===== config.mk =====
export PLATFORM = sky130hd
export DESIGN_NAME = nht_ctrl
export DESIGN_NICKNAME = d
export VERILOG_FILES = /design/src/rtl/nht_pkg.sv /design/src/rtl/nht_alu.sv /design/src/rtl/nht_ctrl.sv
export SDC_FILE = /design/constraint.sdc
export NUM_CORES = 1
export LEC_CHECK = 0
export BUFFER_PORTS_ARGS = -buffer_cell sky130_fd_sc_hd__buf_2
export CORE_AREA = 2 2 101 103
export CTS_CLUSTER_DIAMETER = 200
export DETAILED_ROUTE_END_ITERATION = 8
export DIE_AREA = 0 0 103 105
export PLACE_DENSITY = 0.74
export SYNTH_ARGS = -nofsm -noshare
export SYNTH_HDL_FRONTEND = slang
export SYNTH_SLANG_ARGS = --single-unit

===== constraint.sdc =====
create_clock -name clk -period 11.7 [get_ports clk]
set_input_delay 2.34 -clock clk [delete_from_list [all_inputs] [get_ports clk]]
set_output_delay 2.34 -clock clk [all_outputs]
set_load 0.01 [all_outputs]

===== src/rtl/nht_pkg.sv =====
// Shared types, constants and encodings for the held-note tracker.
package nht_pkg;

  // Table geometry and limits
  parameter int KEY_SLOTS = 2048;
  parameter int HELD_MAX  = 64;

  localparam int ADDR_W  = $clog2(KEY_SLOTS);
  localparam int SLOT_W  = 11;               // channel (4 bits) and key (7 bits)
  localparam int CNT_W   = 7;
  localparam int LIMIT_W = 7;
  localparam int ALU_W   = ADDR_W;

  localparam logic [ADDR_W-1:0]  LAST_ADDR    = ADDR_W'(KEY_SLOTS - 1);
  localparam logic [SLOT_W:0]    SLOT_BOUND   = (SLOT_W + 1)'(KEY_SLOTS);
  localparam logic [LIMIT_W-1:0] HELD_MAX_LIM = LIMIT_W'(HELD_MAX);
  localparam logic [LIMIT_W-1:0] LIMIT_RESET  = 7'd64;

  // APB register map
  localparam int CFG_ADDR_W = 3;
  localparam logic [CFG_ADDR_W-3:0] REG_HELD_LIMIT = '0;

  // MIDI encodings
  localparam logic [3:0] MSG_NOTE_OFF   = 4'h8;
  localparam logic [3:0] MSG_NOTE_ON    = 4'h9;
  localparam logic [3:0] MSG_CONTROLLER = 4'hb;
  localparam logic [7:0] CC_SUSTAIN     = 8'd64;
  localparam logic [7:0] CC_SOSTENUTO   = 8'd66;
  localparam logic [7:0] PEDAL_DOWN_MIN = 8'd64;
  localparam logic [1:0] FULL_EVENT_LEN = 2'd3;

  // Result kinds
  localparam logic RES_STATUS   = 1'b0;
  localparam logic RES_NOTE_OFF = 1'b1;

  typedef enum logic [1:0] {
    OP_EVENT       = 2'd0,
    OP_CLEANUP     = 2'd1,
    OP_VOICE_RESET = 2'd2,
    OP_FULL_RESET  = 2'd3
  } op_t;

  typedef enum logic [1:0] {
    ACT_NONE = 2'd0,
    ACT_INC  = 2'd1,
    ACT_DEC  = 2'd2
  } act_t;

  typedef enum logic [2:0] {
    ST_CLEAR,
    ST_IDLE,
    ST_EV_MOD,
    ST_EV_TOT,
    ST_WALK_RD,
    ST_WALK_CHK,
    ST_EMIT,
    ST_RESP
  } state_t;

  typedef struct packed {
    logic [1:0] operation;
    logic [1:0] byte_count;
    logic [7:0] status_byte;
    logic [7:0] data_one;
    logic [7:0] data_two;
  } item_t;

  typedef struct packed {
    logic               kind;
    logic [3:0]         midi_channel;
    logic [6:0]         key_number;
    logic               last;
    logic [CNT_W-1:0]   held_total;
    logic               rejected;
    logic               sustain_latched;
    logic               voices_started;
  } result_t;

  typedef struct packed {
    logic              wr_en;
    logic [ADDR_W-1:0] wr_addr;
    logic [CNT_W-1:0]  wr_data;
    logic [ADDR_W-1:0] rd_addr;
  } tbl_req_t;

endpackage


===== src/rtl/nht_alu.sv =====
// Shared increment/decrement unit used by the sequencer for table count, total, remaining count and address steps.
module nht_alu (
  input  logic [nht_pkg::ALU_W-1:0] a,
  input  logic                      dec,
  output logic [nht_pkg::ALU_W-1:0] y
);

  // One adder, operand steered by the sequencer
  assign y = dec ? (a - nht_pkg::ALU_W'(1)) : (a + nht_pkg::ALU_W'(1));

endmodule


===== src/rtl/nht_ctrl.sv =====
// Sequencer: event read-modify-write, table walk for cleanup, clearing pass, result register.
module nht_ctrl (
  input  logic                        clk,
  input  logic                        rst_n,
  input  logic                        in_valid,
  output logic                        in_stall,
  input  nht_pkg::item_t              item,
  input  logic [nht_pkg::LIMIT_W-1:0] held_limit,
  output logic                        out_valid,
  input  logic                        out_stall,
  output nht_pkg::result_t            res,
  output nht_pkg::tbl_req_t           tbl_req,
  input  logic [nht_pkg::CNT_W-1:0]   tbl_rd_data
);

  nht_pkg::state_t              state_r, state_nxt;
  logic [nht_pkg::ADDR_W-1:0]   addr_r, addr_nxt;
  logic [nht_pkg::CNT_W-1:0]    total_r, total_nxt;
  logic                         sustain_r, sustain_nxt;
  logic                         voices_r, voices_nxt;
  logic                         clr_resp_r, clr_resp_nxt;
  logic                         out_valid_r, out_valid_nxt;
  nht_pkg::result_t             res_r, res_nxt;
  logic                         rej_r, rej_nxt;
  nht_pkg::act_t                act_r, act_nxt;
  logic                         in_range_r, in_range_nxt;
  logic [1:0]                   len_r, len_nxt;
  logic [3:0]                   msg_r, msg_nxt;
  logic [7:0]                   d1_r, d1_nxt;
  logic [7:0]                   d2_r, d2_nxt;
  logic [nht_pkg::CNT_W-1:0]    rem_r, rem_nxt;
  logic [nht_pkg::CNT_W-1:0]    left_r, left_nxt;

  logic [nht_pkg::ALU_W-1:0]    alu_a, alu_y;
  logic                         alu_dec;
  logic [nht_pkg::SLOT_W-1:0]   in_slot, cur_slot;
  logic [nht_pkg::LIMIT_W-1:0]  lim;
  logic                         out_free;
  logic                         full_len, note_on, note_off, pedal;

  nht_alu u_alu (
    .a   (alu_a),
    .dec (alu_dec),
    .y   (alu_y)
  );

  // Slot of the incoming item and of the walk position
  assign in_slot  = {item.status_byte[3:0], item.data_one[6:0]};
  assign cur_slot = nht_pkg::SLOT_W'(addr_r);
  assign lim      = (held_limit > nht_pkg::HELD_MAX_LIM) ? nht_pkg::HELD_MAX_LIM : held_limit;
  assign out_free = !out_valid_r || !out_stall;

  // Event decode on the latched item
  assign full_len = (len_r == nht_pkg::FULL_EVENT_LEN);
  assign note_on  = full_len && (msg_r == nht_pkg::MSG_NOTE_ON) && (d2_r != 8'd0);
  assign note_off = full_len && ((msg_r == nht_pkg::MSG_NOTE_OFF) ||
                    (msg_r == nht_pkg::MSG_NOTE_ON)) && in_range_r &&
                    (tbl_rd_data != '0);
  assign pedal    = full_len && (msg_r == nht_pkg::MSG_CONTROLLER) &&
                    ((d1_r == nht_pkg::CC_SUSTAIN) || (d1_r == nht_pkg::CC_SOSTENUTO)) &&
                    (d2_r >= nht_pkg::PEDAL_DOWN_MIN);

  // Control registers
  always_ff @(posedge clk) begin
    if (!rst_n) begin
      state_r     <= nht_pkg::ST_CLEAR;
      addr_r      <= '0;
      total_r     <= '0;
      sustain_r   <= 1'b0;
      voices_r    <= 1'b0;
      clr_resp_r  <= 1'b0;
      out_valid_r <= 1'b0;
      act_r       <= nht_pkg::ACT_NONE;
    end else begin
      state_r     <= state_nxt;
      addr_r      <= addr_nxt;
      total_r     <= total_nxt;
      sustain_r   <= sustain_nxt;
      voices_r    <= voices_nxt;
      clr_resp_r  <= clr_resp_nxt;
      out_valid_r <= out_valid_nxt;
      act_r       <= act_nxt;
    end
  end

  // Payload registers
  always_ff @(posedge clk) begin
    res_r      <= res_nxt;
    rej_r      <= rej_nxt;
    in_range_r <= in_range_nxt;
    len_r      <= len_nxt;
    msg_r      <= msg_nxt;
    d1_r       <= d1_nxt;
    d2_r       <= d2_nxt;
    rem_r      <= rem_nxt;
    left_r     <= left_nxt;
  end

  // Next state and datapath steering
  always_comb begin
    state_nxt     = state_r;
    addr_nxt      = addr_r;
    total_nxt     = total_r;
    sustain_nxt   = sustain_r;
    voices_nxt    = voices_r;
    clr_resp_nxt  = clr_resp_r;
    out_valid_nxt = out_valid_r && out_stall;
    res_nxt       = res_r;
    rej_nxt       = rej_r;
    act_nxt       = act_r;
    in_range_nxt  = in_range_r;
    len_nxt       = len_r;
    msg_nxt       = msg_r;
    d1_nxt        = d1_r;
    d2_nxt        = d2_r;
    rem_nxt       = rem_r;
    left_nxt      = left_r;

    alu_a         = nht_pkg::ALU_W'(addr_r);
    alu_dec       = 1'b0;

    tbl_req.wr_en   = 1'b0;
    tbl_req.wr_addr = addr_r;
    tbl_req.wr_data = alu_y[nht_pkg::CNT_W-1:0];
    tbl_req.rd_addr = addr_r;

    unique case (state_r)
      // Clearing pass, one slot a cycle
      nht_pkg::ST_CLEAR: begin
        tbl_req.wr_en   = 1'b1;
        tbl_req.wr_data = '0;
        if (addr_r == nht_pkg::LAST_ADDR) begin
          addr_nxt  = '0;
          state_nxt = clr_resp_r ? nht_pkg::ST_RESP : nht_pkg::ST_IDLE;
        end else begin
          addr_nxt = alu_y[nht_pkg::ADDR_W-1:0];
        end
      end

      nht_pkg::ST_IDLE: begin
        tbl_req.rd_addr = in_slot[nht_pkg::ADDR_W-1:0];
        if (in_valid) begin
          rej_nxt = 1'b0;
          unique case (nht_pkg::op_t'(item.operation))
            nht_pkg::OP_EVENT: begin
              addr_nxt     = in_slot[nht_pkg::ADDR_W-1:0];
              in_range_nxt = ({1'b0, in_slot} < nht_pkg::SLOT_BOUND);
              len_nxt      = item.byte_count;
              msg_nxt      = item.status_byte[7:4];
              d1_nxt       = item.data_one;
              d2_nxt       = item.data_two;
              state_nxt    = nht_pkg::ST_EV_MOD;
            end
            nht_pkg::OP_CLEANUP: begin
              if (total_r == '0) begin
                state_nxt = nht_pkg::ST_RESP;
              end else begin
                addr_nxt  = '0;
                left_nxt  = total_r;
                state_nxt = nht_pkg::ST_WALK_RD;
              end
            end
            nht_pkg::OP_VOICE_RESET: begin
              total_nxt    = '0;
              voices_nxt   = 1'b0;
              addr_nxt     = '0;
              clr_resp_nxt = 1'b1;
              state_nxt    = nht_pkg::ST_CLEAR;
            end
            nht_pkg::OP_FULL_RESET: begin
              total_nxt    = '0;
              voices_nxt   = 1'b0;
              sustain_nxt  = 1'b0;
              addr_nxt     = '0;
              clr_resp_nxt = 1'b1;
              state_nxt    = nht_pkg::ST_CLEAR;
            end
            default: state_nxt = nht_pkg::ST_IDLE;
          endcase
        end
      end

      // Count read back: decide and write the updated count, or latch the pedal
      nht_pkg::ST_EV_MOD: begin
        alu_a   = nht_pkg::ALU_W'(tbl_rd_data);
        act_nxt = nht_pkg::ACT_NONE;
        if (note_on) begin
          if (in_range_r) begin
            if (total_r >= lim) begin
              rej_nxt = 1'b1;
            end else begin
              act_nxt       = nht_pkg::ACT_INC;
              tbl_req.wr_en = 1'b1;
              voices_nxt    = 1'b1;
            end
          end
        end else if (note_off) begin
          act_nxt       = nht_pkg::ACT_DEC;
          alu_dec       = 1'b1;
          tbl_req.wr_en = 1'b1;
        end else if (pedal) begin
          sustain_nxt = 1'b1;
        end
        state_nxt = nht_pkg::ST_EV_TOT;
      end

      // Running total follows the count change
      nht_pkg::ST_EV_TOT: begin
        alu_a   = nht_pkg::ALU_W'(total_r);
        alu_dec = (act_r == nht_pkg::ACT_DEC);
        if (act_r != nht_pkg::ACT_NONE) begin
          total_nxt = alu_y[nht_pkg::CNT_W-1:0];
        end
        state_nxt = nht_pkg::ST_RESP;
      end

      nht_pkg::ST_WALK_RD: begin
        state_nxt = nht_pkg::ST_WALK_CHK;
      end

      nht_pkg::ST_WALK_CHK: begin
        if (tbl_rd_data != '0) begin
          rem_nxt   = tbl_rd_data;
          state_nxt = nht_pkg::ST_EMIT;
        end else begin
          addr_nxt  = alu_y[nht_pkg::ADDR_W-1:0];
          state_nxt = nht_pkg::ST_WALK_RD;
        end
      end

      // One note-off per held instance
      nht_pkg::ST_EMIT: begin
        if (rem_r == nht_pkg::CNT_W'(1)) begin
          alu_a = nht_pkg::ALU_W'(addr_r);
        end else begin
          alu_a   = nht_pkg::ALU_W'(rem_r);
          alu_dec = 1'b1;
        end
        if (out_free) begin
          out_valid_nxt           = 1'b1;
          res_nxt.kind            = nht_pkg::RES_NOTE_OFF;
          res_nxt.midi_channel    = cur_slot[10:7];
          res_nxt.key_number      = cur_slot[6:0];
          res_nxt.last            = (left_r == nht_pkg::CNT_W'(1));
          res_nxt.held_total      = total_r;
          res_nxt.rejected        = 1'b0;
          res_nxt.sustain_latched = sustain_r;
          res_nxt.voices_started  = voices_r;
          left_nxt                = left_r - nht_pkg::CNT_W'(1);
          if (left_r == nht_pkg::CNT_W'(1)) begin
            state_nxt = nht_pkg::ST_IDLE;
          end else if (rem_r == nht_pkg::CNT_W'(1)) begin
            addr_nxt  = alu_y[nht_pkg::ADDR_W-1:0];
            state_nxt = nht_pkg::ST_WALK_RD;
          end else begin
            rem_nxt = alu_y[nht_pkg::CNT_W-1:0];
          end
        end
      end

      // Status result
      nht_pkg::ST_RESP: begin
        clr_resp_nxt = 1'b0;
        if (out_free) begin
          out_valid_nxt           = 1'b1;
          res_nxt.kind            = nht_pkg::RES_STATUS;
          res_nxt.midi_channel    = '0;
          res_nxt.key_number      = '0;
          res_nxt.last            = 1'b1;
          res_nxt.held_total      = total_r;
          res_nxt.rejected        = rej_r;
          res_nxt.sustain_latched = sustain_r;
          res_nxt.voices_started  = voices_r;
          state_nxt               = nht_pkg::ST_IDLE;
        end
      end

      default: state_nxt = nht_pkg::ST_IDLE;
    endcase
  end

  assign in_stall  = (state_r != nht_pkg::ST_IDLE);
  assign out_valid = out_valid_r;
  assign res       = res_r;

endmodule


# After elaboration in Yosys (flattened, before gate mapping)
# Cells that the tools add are included.
# W data, S select, Z words.
word_totals:
  wordCells: 184
  input_bits: 46
  output_inout_bits: 55
  ff_bits: 87
classes:
  order_cmp: 3
  eq_ne: 43
  addsub: 3
  n_reduce_logical: 39
  muxes: 73
op_table:
  columns: ["op", "n"]
  rows:
  - ["$mux W11", 10]
  - ["$mux W7", 13]
  - ["$pmux W11 S3", 2]
  - ["$mux W23", 2]
  - ["$pmux W23 S2", 1]
  - ["$pmux W11 S4", 1]
  - ["$pmux W7 S2", 3]
  - ["$ne A2 B2 Y1 const B", 19]
  - ["$pmux W3 S8", 1]
  - ["$mux W1", 22]
  - ["$mux W3", 7]
  - ["$reduce_and A5 Y1", 4]
  - ["$eq A8 B7 Y1 const B", 2]
  - ["$eq A7 B1 Y1 const B", 2]
  - ["$reduce_bool A2 Y1", 7]
  - ["$eq A3 B3 Y1 const B", 4]
  - ["$eq A4 B4 Y1 const B", 3]
  - ["$add A11 B1 Y11 const B", 1]
  - ["$eq A11 B11 Y1 const B", 1]
  - ["$sub A11 B1 Y11 const B", 1]
  - ["$pmux W1 S2", 5]
  - ["$pmux W3 S3", 1]
  - ["$reduce_and A3 Y1", 3]
  - ["$eq A2 B2 Y1 const B", 4]
  - ["25 further kinds", 42]

# Logic depth before layout (Yosys ltp)
# Gate-level depths: netlist (run 1).
depth:
  depth_word: 12
  mapped_depth: 15
  depth_no_buf: 14

# Modules after synthesis
# Synthesis (run 1) repeated with hierarchy kept, for this count alone.
hier_totals:
  hier_cells: 486
  hier_area_um2: 4853.4
by_module_without_submodules:
  columns: ["module", "cells_each", "seq_area_each_um2", "instances", "area_per_inst_um2"]
  rows:
  - ["nht_ctrl", 430, 2312.2, 1, 4391.7]
  - ["nht_alu", 56, 0.0, 1, 461.7]

# Worst setup path after synthesis (run 1)
# OpenSTA, ideal clock, no wires.
synth_timing:
  kind: "input-to-output"
  startpoint: "input tbl_rd_data[3] (netlist bit)"
  endpoint: "output tbl_req[16] (netlist bit)"
  required_time_ps: 9360
  t_arrival_ps: 4827
  n_path_buf: 1
  path_slack_ps: 4533
  path_stages: 12
  path_cell_list: "or4_4 -> nor4_4 -> or4_1 -> nand2_1 -> ha_1 -> o21ai_0 -> a21oi_1 -> or2_2 -> clkbuf_1 -> nand2_1 -> xnor2_1 -> nor2_1"
synth_lines:
  columns: ["element", "line_no", "text"]
  rows:
  - ["start, declared", "nht_ctrl.sv:13", "input logic [nht_pkg::CNT_W-1:0] tbl_rd_data"]
  - ["end, declared", "nht_ctrl.sv:12", "output nht_pkg::tbl_req_t tbl_req,"]

==> flow_summary.toml, run 1 <==
[global_route]
antenna_found_initial = 0
grt_start_max_net_pins = 34
grt_pass1_wl_um = 20600
overflow = 0
grt.total_usage_pct = 25.1
grt_pass1_vias = 3904

[run]
maxCapViolations = 0

[timing]
setup_viol = 0
layout_min_cycle_time_ns = 7.83
finClkSkew_ns = 0.0140
rsz0062_at_grt = "false"
slew_headroom_pct = 20.3
fin_crit_sh_pct = 66.9
worst_pin_slew_ns = 1.19
finalHoldViolations = 0
fmax_ghz = 0.128
tns_ns = 0
holdWs_ns = 0.442
drv_slew = 0

[power]
power_density_nw_per_um2 = 228
power.leakage_nw = 2.38
p_total_mw = 1.28
ir_drop_mv = 0.112

[clock_tree]
clock_latency_ns = 0.37
cts_root_buf = "clkbuf_8"
post-cts-setup-buffers = 0
cts_tree = "built"
cts_buffers = 9
clk_path_buf_depth = 2
post_cts_resized = 0
cts_num_sinks = 86
path_clk_slew_ns = 0.09
htree_levels = 3
hold_buffers = 0

[critical_path]
cp.arrival_ns = 5.49
required_ns = 9.36
cp-end-kind = "output pin"
reg2reg_depth = 13
crit_fanout = 10
worstReg2RegStart = "state_r[1]"
timing.rr.end = "rem_r[6]"
r2r_setup_slack_ns = 7.30
start_kind = "primary input"
critPathKind = "in -> out"

[placement]
dp_cells = 725
hpwlAfterDp_um = 9910
gp_congestion = 1.00
io_buffers = 100

[detailed_routing]
drt_pass1_iterations = 5
drcViolationCount = 0
drtIter0Drc = 327
wl_met3_um = 1010
num_vias = 4244
wire_per_inst_um = 17.9
drt-total-wl_um = 13200
drt-met1-wl_um = 5880
dr_wl_met2_um = 6070
viasPerCell = 5.73
final_antenna_net_count = 0
highest-signal-layer = "met4"

[finish]
postLayoutCoreUtil_pct = 58.3
syn_to_final_growth_pct = 17.7
fin_cells = 741
layout-drive-gt1-share_pct = 21.4
fin_nets = 668
n_antenna_cell = 0

[die]
initial_core_util_pct = 49.6
core_area_um2 = 9640
io_pins = 101
die-area_um2 = 10800
die_w_um = 103
die_h_um = 105
num_rows = 36

[synthesis]
synth_common_cells = "nand2_1 (95), edfxtp_1 (59), o21ai_0 (50)"
synth_cell_types = 61
ys.flop_type = "edfxtp_1"
synthXorXnorAreaFrac_pct = 1.65
synthTopCellsByArea = "edfxtp_1 (37%), dfxtp_1 (11%), nand2_1 (7.5%), o21ai_0 (5.2%), ha_1 (4.7%)"
synth_compound_area_share_pct = 18.7
netlist_area_um2 = 4780
yosysTopAreaCell = "edfxtp_1"
ys_warn_count = 0
ys_seq_area_share_pct = 48.4
synth_top_family_by_area = "simple AND/OR/NAND/NOR gates"
yosys.area_share.adder_pct = 5.13
syn_avg_cell_area_um2 = 9.41
synthCells = 508
synth_seq_cells = 86
synth-edff-count = 59
yosysMostFrequentCell = "nand2_1"
synth_top_area_share_pct = 37.1
synth_simple_gate_area_share_pct = 21.4
async_reset_ff_share_pct = 0
syn_nets = 573
synthMuxAreaShare_pct = 1.07

[min_path]
min_from = "voices_r"
hold_path_depth = 0
hold_path.class = "reg -> reg"
whs_endpoint = "res[0]"

[outcome]
status = "complete, no violations"
-- sequential cells by signal, summed over array words and instances, names as in the netlist, 2 cells and up --
signal   cells
d1_r         7
state_r      3
res         23
addr_r      11
total_r      7
rem_r        7
left_r       7
msg_r        4
len_r        2
d2_r         8
act_r        2
-- how the worst max path moves through the flow --
stage	start	end	slack, ns	cells after the start
finish	tbl_rd_data[3]	tbl_req[17]	3.87	13
global route	tbl_rd_data[3]	tbl_req[17]	3.62	13
CTS	tbl_rd_data[3]	tbl_req[17]	3.92	13
detailed placement	tbl_rd_data[3]	tbl_req[17]	3.93	13
global placement	tbl_rd_data[3]	tbl_req[16]	4.01	13
floorplan	tbl_rd_data[3]	tbl_req[16]	4.53	12
-- cell families (layout without fill, tap and decap cells) --
| group | Yosys count | in the layout |
|---|---|---|
| compound gates | 140 | 140 |
| xor+xnor | 9 | 9 |
| fa+ha+maj | 19 | 19 |
| buf+inv | 43 | 143 |
| flops | 86 | 86 |
| mux | 5 | 5 |
| simple gates | 206 | 206 |
-- layout make-up --
| type | instances | area (µm²) |
|---|---|---|
| clock buffers | 9 | 124 |
| well taps | 133 | 166 |
| inverters | 23 | 86.3 |
| fillers | 905 | 4020 |
| flip-flops and latches | 86 | 2310 |
| multi-input cells | 379 | 2300 |
| repair buffers | 104 | 531 |
| clock inverters | 7 | 105 |
-- per-layer routing --
layer  global-route usage (%)  vias to the layer above
met3                     4.82                       24
li1                         -                     2046
met1                     36.3                     1983
met5                        0                        -
met4                     9.59                        0
met2                     37.2                      191
-- cell usage in the layout, fill, tap and decap left out, types with 18 or more instances in the layout --
master	instances
nor2_1	23
nand2_1	95
dfxtp_1	27
inv_1	23
and2_1	21
ha_1	18
edfxtp_1	59
a21oi_1	26
buf_2	100
o21ai_0	50
-- through the flow --
step                      setup WS [ns]  area, µm²
after floorplan                    4.53       4780
after global placement             4.01       5400
after detailed placement           3.93       5400
after CTS                          3.92       5620
after global routing               3.62       5620
final                              3.87       5620
-- worst max-delay path, stage by stage --
cell and delay (ns):
buf_2 0.11, or4_4 0.55, nor4_4 0.21, or4_1 0.22, nand2_1 0.28, ha_1 0.47
o21ai_0 0.23, a21oi_1 0.13, o21a_1 0.20, o21ai_0 0.28, nand2_1 0.18, nor2_1 0.14
buf_2 0.14
-- report_power, final --
group	switching, mW	internal, mW
registers	0.0655	0.373
logic	0.379	0.222
clock network	0.121	0.123
total	0.565	0.718
No activity file was read; power rests on OpenSTA's default activity.
==> run 2, diff against run 1 <==
clock period = 7.7 ns   (was 11.7 ns; I/O delays follow)
==> run 2 against run 1 <==
Net effect: die area stayed put; non-clock buffer count is 1 higher; global-route usage is 0.35 points lower; via count is 0.26% lower; first-iteration DRC count is 17% higher; cell count is 0.13% higher; count of clock-buffer cells in the layout is 1 higher; critical path depth stayed put; setup slack worse by 2.4 ns; critical path type unchanged.
==> flow_summary.toml, run 2 (synthesized netlist as in run 1, its figures left out) <==
[timing]
slew_headroom_pct = 22.1
drv_slew = 0
finClkSkew_ns = 0.0142
fmax_ghz = 0.162
rsz0062_at_grt = "false"
worst_pin_slew_ns = 1.16
setup_viol = 0
tns_ns = 0
finalHoldViolations = 0
layout_min_cycle_time_ns = 6.18
fin_crit_sh_pct = 80.3

[placement]
gp_congestion = 0.982
placed_area_um2 = 5400
hpwlAfterDp_um = 9870
io_buffers = 100
dp_cells = 726

[critical_path]
crit_fanout = 10
critPathCapture = "tbl_req[17]"
crit_path_max_incr_delay_ns = 0.55
cp-end-kind = "output pin"
required_ns = 6.16
worstReg2RegStart = "state_r[0]"
start_kind = "primary input"
reg2reg_depth = 14
r2r_setup_slack_ns = 3.71
critPathSlowestCell = "or4_4"
cp.arrival_ns = 4.64
cp-startpoint = "tbl_rd_data[3]"
worstPathCellList = "buf_2, or4_4, nor4_4, or4_1, nand2_1, ha_1, o21ai_0, a21oi_1, o21a_1, o21ai_0, nand2_1, nor2_1, buf_2"
timing.rr.end = "rem_r[6]"
critPathKind = "in -> out"

[die]
die_h_um = 105
initial_core_util_pct = 49.6
die_w_um = 103
core_area_um2 = 9640
die-area_um2 = 10800
num_rows = 36
io_pins = 101

[clock_tree]
post-cts-setup-buffers = 0
cts_tree = "built"
hold_buffers = 0
post_cts_resized = 0
htree_levels = 3
clock_latency_ns = 0.36
cts_root_buf = "clkbuf_8"
clk_path_buf_depth = 2
cts_buffers = 9
cts_num_sinks = 86
path_clk_slew_ns = 0.08

[finish]
layout-drive-gt1-share_pct = 21.5
fin_nets = 669
postLayoutCoreUtil_pct = 58.2
n_antenna_cell = 0
multi_input_area_um2 = 2300
fin_cells = 742
final_cell_mix = "buf_2 (100), nand2_1 (95), edfxtp_1 (59)"
largest_reg_flops = 23
syn_to_final_growth_pct = 17.4
register_area_um2 = 2310
design_area_um2 = 5610
layout_commonest_cell = "buf_2"
fillers = 881

[detailed_routing]
viasPerCell = 5.70
drcViolationCount = 0
drt-total-wl_um = 13100
num_vias = 4233
drt_pass1_iterations = 5
final_antenna_net_count = 0
wire_per_inst_um = 17.6
drtIter0Drc = 383

[global_route]
grt.total_usage_pct = 24.8
grt_pass1_wl_um = 20400
grt_start_max_net_pins = 34
grt_pass1_vias = 3888
overflow = 0
antenna_found_initial = 0

[power]
ir_drop_mv = 0.174
power_frac_comb_pct = 49.2
p_switching_uw = 849
seq_power_share_pct = 33.6
p_total_mw = 1.92
cell_internal_pwr_mw = 1.07
power.leakage_nw = 2.38
power_frac_clock_pct = 17.2
p_sw_share_pct = 44.3
power_density_nw_per_um2 = 342

[run]
maxCapViolations = 0

[outcome]
status = "complete, no violations"

[min_path]
hold_path.class = "reg -> reg"
## run 2: cell count changes in the layout (fill, tap and decap cells not counted), sizes merged
cell and change:
inv -1, clkinv +1, buf +1, bufinv -1
clkbuf +1
## run 2: layout make-up
| cell class | instances | area share, % |
|---|---|---|
| clock buffer | 10 | 2.45 |
| sequential | 86 | 41.2 |
| multi-input combinational | 379 | 41.0 |
| clock inverter | 6 | 1.23 |
| inverter | 23 | 1.54 |
| timing repair buffer | 105 | 9.59 |
| tap | 133 | 2.97 |
## run 2: stage by stage
stage          setup WS (ns)  hold WS [ns]
3_3_place_gp            1.59         0.415
3_5_place_dp            1.54         0.421
4_1_cts                 1.54         0.441
2_1_floorplan           2.13         0.401
5_1_grt                 1.33         0.453
6_report                1.52         0.433
## run 2: routing by layer
layer  vias to the layer above  track usage, %  part of all wire (%)
li1                       2044               -                     -
met1                      1988            35.9                    44
met2                       177            36.7                    46
met3                        24            5.69                   7.9
met4                         0            7.89                   2.2
met5                         -               0                     0
## run 2: worst max-delay path, delay by kind of cell
kind / cells / cell delay [ns]
AND/OR/NAND/NOR: 6 / 1.54
AO/OA/AOI/OAI: 4 / 0.84
adder cells (fa/ha/maj): 1 / 0.46
buffers and inverters: 2 / 0.25
## run 2: worst min path at each step
| stage | startpoint | endpoint | slack (ns) | cells after the start |
|---|---|---|---|---|
| after floorplan | voices_r | res[0] | 0.40 | 0 |
| final | voices_r | res[0] | 0.43 | 0 |
| after CTS | voices_r | res[0] | 0.44 | 0 |
| after detailed placement | voices_r | res[0] | 0.42 | 0 |
| after global routing | voices_r | res[0] | 0.45 | 0 |
| after global placement | voices_r | res[0] | 0.41 | 0 |
## run 2: power groups by stage
stage               clock network (mW)  logic [mW]  registers [mW]
finish                           0.330       0.943           0.645
global route                     0.353        1.03           0.652
detailed placement                   0       0.927           0.653
CTS                              0.332       0.931           0.642
global placement                     0       0.921           0.651
floorplan                            0       0.626           0.628
